===== src/rtl/lzw_compress_decoder_top_assert.svh =====
// Assertion macros shared by the decoder's top level.
`ifndef LZW_COMPRESS_DECODER_TOP_ASSERT_SVH
`define LZW_COMPRESS_DECODER_TOP_ASSERT_SVH
// Antecedent implies consequent in the same cycle.
`define LZWD_ASSERT_IMP(lbl, ante, cons) \
  lbl: assert property (@(posedge clk_i) disable iff (!rst_ni) (ante) |-> (cons)) \
    else $error("lzwd assertion failed");
// Antecedent implies consequent in the following cycle.
`define LZWD_ASSERT_NEXT(lbl, ante, cons) \
  lbl: assert property (@(posedge clk_i) disable iff (!rst_ni) (ante) |=> (cons)) \
    else $error("lzwd assertion failed");
`endif


===== src/rtl/lzwd_pkg.sv =====
// Types and constants of the LZW (.Z) stream decoder.
package lzwd_pkg;

  localparam int MaxCodeBits = 12;
  localparam int TableDepth  = 1 << MaxCodeBits;
  localparam int StackDepth  = 4096;
  localparam int TabIdxW     = MaxCodeBits;
  localparam int StackIdxW   = $clog2(StackDepth);
  localparam int FillW       = StackIdxW + 1;
  localparam int NfcW        = MaxCodeBits + 1;

  localparam logic [1:0] OP_START = 2'd0;
  localparam logic [1:0] OP_PUSH  = 2'd1;
  localparam logic [1:0] OP_PULL  = 2'd2;

  localparam logic [7:0] MAGIC0     = 8'h1F;
  localparam logic [7:0] MAGIC1     = 8'h9D;
  localparam logic [8:0] CODE_CLEAR = 9'd256;

  typedef enum logic [1:0] {
    CMD_START,
    CMD_PUSH,
    CMD_PULL,
    CMD_BAD
  } cmd_e;

  typedef struct packed {
    cmd_e       kind;
    logic [7:0] data;
  } cmd_t;

  typedef enum logic [2:0] {
    ST_BYTE     = 3'd0,
    ST_TAKEN    = 3'd1,
    ST_REFUSED  = 3'd2,
    ST_NEED     = 3'd3,
    ST_BADMAGIC = 3'd4,
    ST_BADWIDTH = 3'd5,
    ST_STARTED  = 3'd6
  } st_e;

  typedef enum logic [2:0] {
    PH_MAGIC0,
    PH_MAGIC1,
    PH_FLAGS,
    PH_FIRST,
    PH_DATA,
    PH_SKIP,
    PH_BADMAGIC,
    PH_BADWIDTH
  } ph_e;

  typedef enum logic [2:0] {
    BK_IDLE,
    BK_POP,
    BK_CHAIN,
    BK_TREAD,
    BK_FINISH
  } bk_state_e;

endpackage


===== src/rtl/lzwd_front.sv =====
// Front end: accepts requests, classifies the opcode and queues the command.
module lzwd_front (
  input  logic              clk_i,
  input  logic              rst_ni,
  input  logic              in_valid_i,
  output logic              in_stall_o,
  input  logic [1:0]        opcode_i,
  input  logic [7:0]        in_byte_i,
  output logic              q_valid_o,
  output lzwd_pkg::cmd_t    q_head_o,
  input  logic              q_pop_i
);

  lzwd_pkg::cmd_t entry_q [2];
  lzwd_pkg::cmd_t cmd_in;
  logic           wr_ptr_q, rd_ptr_q;
  logic [1:0]     count_q;
  logic           push, pop;

  // Classify the opcode into a command.
  always_comb begin
    cmd_in.data = in_byte_i;
    unique case (opcode_i)
      lzwd_pkg::OP_START: cmd_in.kind = lzwd_pkg::CMD_START;
      lzwd_pkg::OP_PUSH:  cmd_in.kind = lzwd_pkg::CMD_PUSH;
      lzwd_pkg::OP_PULL:  cmd_in.kind = lzwd_pkg::CMD_PULL;
      default:            cmd_in.kind = lzwd_pkg::CMD_BAD;
    endcase
  end

  assign in_stall_o = (count_q == 2'd2);
  assign push       = in_valid_i && !in_stall_o;
  assign q_valid_o  = (count_q != 2'd0);
  assign pop        = q_pop_i && q_valid_o;
  assign q_head_o   = entry_q[rd_ptr_q];

  // Two-entry command queue.
  always_ff @(posedge clk_i or negedge rst_ni) begin
    if (!rst_ni) begin
      wr_ptr_q <= 1'b0;
      rd_ptr_q <= 1'b0;
      count_q  <= 2'd0;
    end else begin
      if (push) begin
        wr_ptr_q <= !wr_ptr_q;
      end
      if (pop) begin
        rd_ptr_q <= !rd_ptr_q;
      end
      count_q <= count_q + 2'(push) - 2'(pop);
    end
  end

  always_ff @(posedge clk_i) begin
    if (push) begin
      entry_q[wr_ptr_q] <= cmd_in;
    end
  end

endmodule


===== config.mk =====
export PLATFORM = sky130hd
export DESIGN_NAME = lzwd_front
export DESIGN_NICKNAME = d
export VERILOG_FILES = /design/src/rtl/lzw_compress_decoder_top_assert.svh /design/src/rtl/lzwd_pkg.sv /design/src/rtl/lzwd_front.sv
export SDC_FILE = /design/constraint.sdc
export NUM_CORES = 1
export LEC_CHECK = 0
export ABC_AREA = 0
export BUFFER_PORTS_ARGS = -buffer_cell sky130_fd_sc_hd__buf_2
export CAP_MARGIN = 10
export CELL_PAD_IN_SITES_DETAIL_PLACEMENT = 1
export CELL_PAD_IN_SITES_GLOBAL_PLACEMENT = 2
export CORE_ASPECT_RATIO = 1.25
export CORE_UTILIZATION = 35
export DETAILED_ROUTE_END_ITERATION = 8
export GPL_ROUTABILITY_DRIVEN = 0
export GPL_TIMING_DRIVEN = 1
export PLACE_DENSITY = 0.74
export SLEW_MARGIN = 20
export SYNTH_ARGS = -nofsm -noshare
export SYNTH_HDL_FRONTEND = slang
export SYNTH_SLANG_ARGS = --single-unit

===== constraint.sdc =====
create_clock -name clk_i -period 2 [get_ports clk_i]
set_input_delay 0.4 -clock clk_i [delete_from_list [all_inputs] [get_ports clk_i]]
set_output_delay 0.4 -clock clk_i [all_outputs]
set_load 0.02 [all_outputs]

# --- Word-level counts from Yosys, hierarchy flattened ---
# Memory sizes are Yosys's and may differ from the RTL's.
# Cells that the tools add are included.
# Widths: inputs -> output; s select.
op_classes:
  n_addsub: 2
  mux: 3
  n_reduce_logical: 7
  eq_ne: 3
op_table:
  columns: ["op", "count"]
  rows:
  - ["$pmux 2 s3", 1]
  - ["$eq 2x2->1 const B", 2]
  - ["$logic_not 1->1", 3]
  - ["$add 2x1->2", 1]
  - ["$eq 2x1->1 const B", 1]
  - ["$logic_and 1x1->1", 2]
  - ["$logic_not 2->1", 1]
  - ["$mux 1", 2]
  - ["$reduce_bool 2->1", 1]
  - ["$sub 2x1->2", 1]
totals:
  word_cells: 19
  mem_count: 1
  out_inout_bits: 12
  ramBits: 20
  ff_bits: 4
memory_table:
  columns: ["memory", "depth", "word_bits", "rd", "rd_clocked_by_memory_dff", "wr", "line", "source"]
  rows:
  - ["entry_q", 2, 10, 1, 0, 1, "lzwd_front.sv:14", "lzwd_pkg::cmd_t entry_q [2];"]

# --- Depth between registers and ports, before layout ---
logic_depth:
  word_depth: 5
  ltp_mapped: 7

# --- Worst setup path before layout ---
# Ideal clock, no wire load.
synth_timing:
  kind: "register to register"
  startpoint: "register count_q[1]"
  endpoint: "register count_q[1]"
  setup_time_ps: 123
  n_path_buf: 0
  required_ps: 1877
  t_arrival_ps: 1539
  stages_incl_launch_ff: 8
  slack_ps: 339
  cell_sequence: "dfrtp_1 or2_4 and2_4 ha_1 inv_1 ha_1 xnor2_1 xnor2_1"
synth_via:
  word_cells_on_any_way: 7
synth_rtl:
  columns: ["element", "line", "source"]
  rows:
  - ["start: declaration", "lzwd_front.sv:17", "logic [1:0] count_q;"]
  - ["start signal: assignment", "lzwd_front.sv:50", "count_q <= count_q + 2'(push) - 2'(pop);"]
  - ["$reduce_bool 2->1", "lzwd_front.sv:33", "assign q_valid_o = (count_q != 2'd0);"]
  - ["net q_valid_o", "lzwd_front.sv:9", "output logic q_valid_o,"]
  - ["$logic_and 1x1->1", "lzwd_front.sv:34", "assign pop = q_pop_i && q_valid_o;"]
  - ["net pop", "lzwd_front.sv:18", "logic push, pop;"]
  - ["$sub 2x1->2", "lzwd_front.sv:50", null]
# The timed path passes the listed nets, and every way through them passes these cells.
# A chain may end at the register's enable or synchronous reset.

==> impl_results.md <==
* Synth warnings at 0
* Largest net degree at the start of global routing at 15
* N_diodes at 0
* Sequential area share after synthesis at 75.3%
* Synth cell types at 15
* Initial antenna violation count at 0
* Longest Clk Path Bufs at 2
* Most common cell after layout, fill and taps aside: buf_2
* Min Tclk post-route at 1880 ps
* Req. time, crit path at 1600 ps
* CTS resizes at 0
* Slew HR at 68.2%
* RSZ-0062 raised after global routing: false
* CTS Buf Count at 3
* Power per cell area at 1480 nW/um^2
* DR iter-0 viols at 4
* P_sw at 0.538 mW
* CP max-delay cell: dfrtp_1
* Hold depth at 1
* Worst Hold Class: in -> reg
* Worst path cell trace: mux2_2 > buf_2
* TritonCTS clock tree: done
* P&R area growth vs syn at 24.1%
* Type of origin of the critical path: flip-flop
* Post-CTS setup buffers at 0
* WP depth at 2
* CP arrival at 1480 ps
* Syn Area/Cell at 18.3 um^2
* Final Instance Area at 1150 um^2
* Final Max Slew Viols at 0
* First-pass GRT wire length at 2150 um
* Core footprint at 2480 um^2
* Pre-CTS setup slack at 335 ps
* Max stage delay on crit path at 650 ps
* Peak supply drop at 0.000755 V
* Inst Count DP at 107
* Worst-path clk slew at 130 ps
* Syn_nets at 67
* Tcrit/Tclk final at 94.2%
* Die height at 59.7 um
* Top cells by area, synth: edfxtp_1 65%, mux2_2 12%, dfrtp_1 11%, xnor2_1 2.8%, ha_1 2.7%
* Final core utilization at 46.6%
* CTS Sinks at 24
* Critical Path End Type: output port
* DIE AREA at 2870 um^2
* Initial core utilization at 37.6%
* Worst Path Max Fanout at 11
* Internal at 1.18 mW
* Most frequent cells in the layout: 25 x buf_2, 20 x edfxtp_1, 10 x mux2_2
* Max-Cap Viols at 0
* Final wirelength at 1360 um
* GRT Residual Overflow at 0
* Port bufs at 25
* CTS H-tree lvls at 1
* Gr usage total at 10.9%
* Clk root buf: clkbuf_4
* Slew @ Worst Pin at 477 ps
* # DRC at 0
* Die X at 48.1 um
* Synth top area share at 64.5%
* Vias at 501
* Cell Area, Synth at 931 um^2
* Crit Path Category: reg -> out
* FF-to-FF path depth at 7
* Final setup violation count at 0
* Vias in the first global route at 525
* Share of cells above drive strength 1 at 53.2%
* FMAX at 531 MHz
* Clock skew at 13.4 ps
* Vias/cell at 4.47
* Final Net Count at 96
* FF+latch count, synth at 24
* Top delay family on crit path: flip-flops
* Average routed wire per standard cell at 12.1 um
* Sw Ratio at 31.4%
* Hold-fix buffers, CTS at 1
* Setup TNS Final at 0 ps
* Final hold violation count at 0
* Yosys top cell by area: edfxtp_1
* Bufs and invs on worst path at 1
* Cells after Synth at 51
* Antenna viol nets, final at 0
* Ports at 26
* Finished Layout Cells at 112
* Combinational Power Share at 34.8%
* Worst-skew pair later-pin latency at 300 ps
* HPWL Detailed at 1050 um
* TritonRoute pass-1 iters at 2
* P_leak at 0.468 nW
* Dpl cell area at 1090 um^2
* Clk network pwr share at 19.4%
* Sequential Power Share at 45.8%
* Final WS setup at 116 ps
* Row count at 20
* Outcome: completed
## cell type report
type	instances	area (um^2)
fill	264	1320
sequential	24	701
multi-input combinational	22	210
timing repair buffer	27	143
tap	33	41.3
clock inverter	1	30.0
clock buffer	3	22.5
inverter	2	7.51
## path summary, 6_finish.rpt
check                                   from             to  slack, ps
worst max-delay path                rd_ptr_q    q_head_o[9]        120
min in group asynchronous             rst_ni     count_q[1]        410
worst max register to register    count_q[1]     count_q[1]        310
max in group asynchronous             rst_ni       rd_ptr_q       1450
worst min-delay path            in_byte_i[0]  entry_q[0][0]        280
worst min register to register    count_q[1]     count_q[1]        520
## power groups by stage
stage | logic [mW] | registers [mW] | clock network, mW
floorplan | 0.479 | 0.744 | 0
global placement | 0.601 | 0.794 | 0
detailed placement | 0.609 | 0.802 | 0
CTS | 0.613 | 0.792 | 0.344
global route | 0.650 | 0.804 | 0.363
finish | 0.596 | 0.785 | 0.333
## sequential cells by signal, summed over array words and instances (netlist names)
register and cells:
entry_q 20, count_q 2, rd_ptr_q 1, wr_ptr_q 1
## per-layer routing
metal	up-vias	global-route usage [%]	part of all wire, %
li1	237	-	-
met1	246	12.0	39
met2	16	19.7	54
met3	2	2.72	6.2
met4	0	3.57	1.2
met5	-	0	0
## kinds of logic (layout without fill, tap and decap cells)
logic type,Yosys count,in the layout,synth area share [%]
buf+inv,5,33,2.15
xor+xnor,4,4,3.76
simple gates,6,6,4.03
flops,24,24,75.3
mux,10,10,12.1
fa+ha+maj,2,2,2.69
## synth_stat cells, drive strengths merged
master  count
edfxtp     20
mux2       10
dfrtp       4
xnor2       3
clkbuf      2
ha          2
inv         2
and2        1
and3        1
buf         1
nand2       1
nand2b      1
nor2        1
or2         1
xor2        1
## per-stage QoR
| stage | power (mW) | hold WS, ps |
|---|---|---|
| detailed placement | 1.41 | 212 |
| finish | 1.71 | 277 |
| global route | 1.82 | 254 |
| CTS | 1.75 | 269 |
| floorplan | 1.22 | 104 |
| global placement | 1.40 | 212 |
Power figures use the tool's default switching activity.
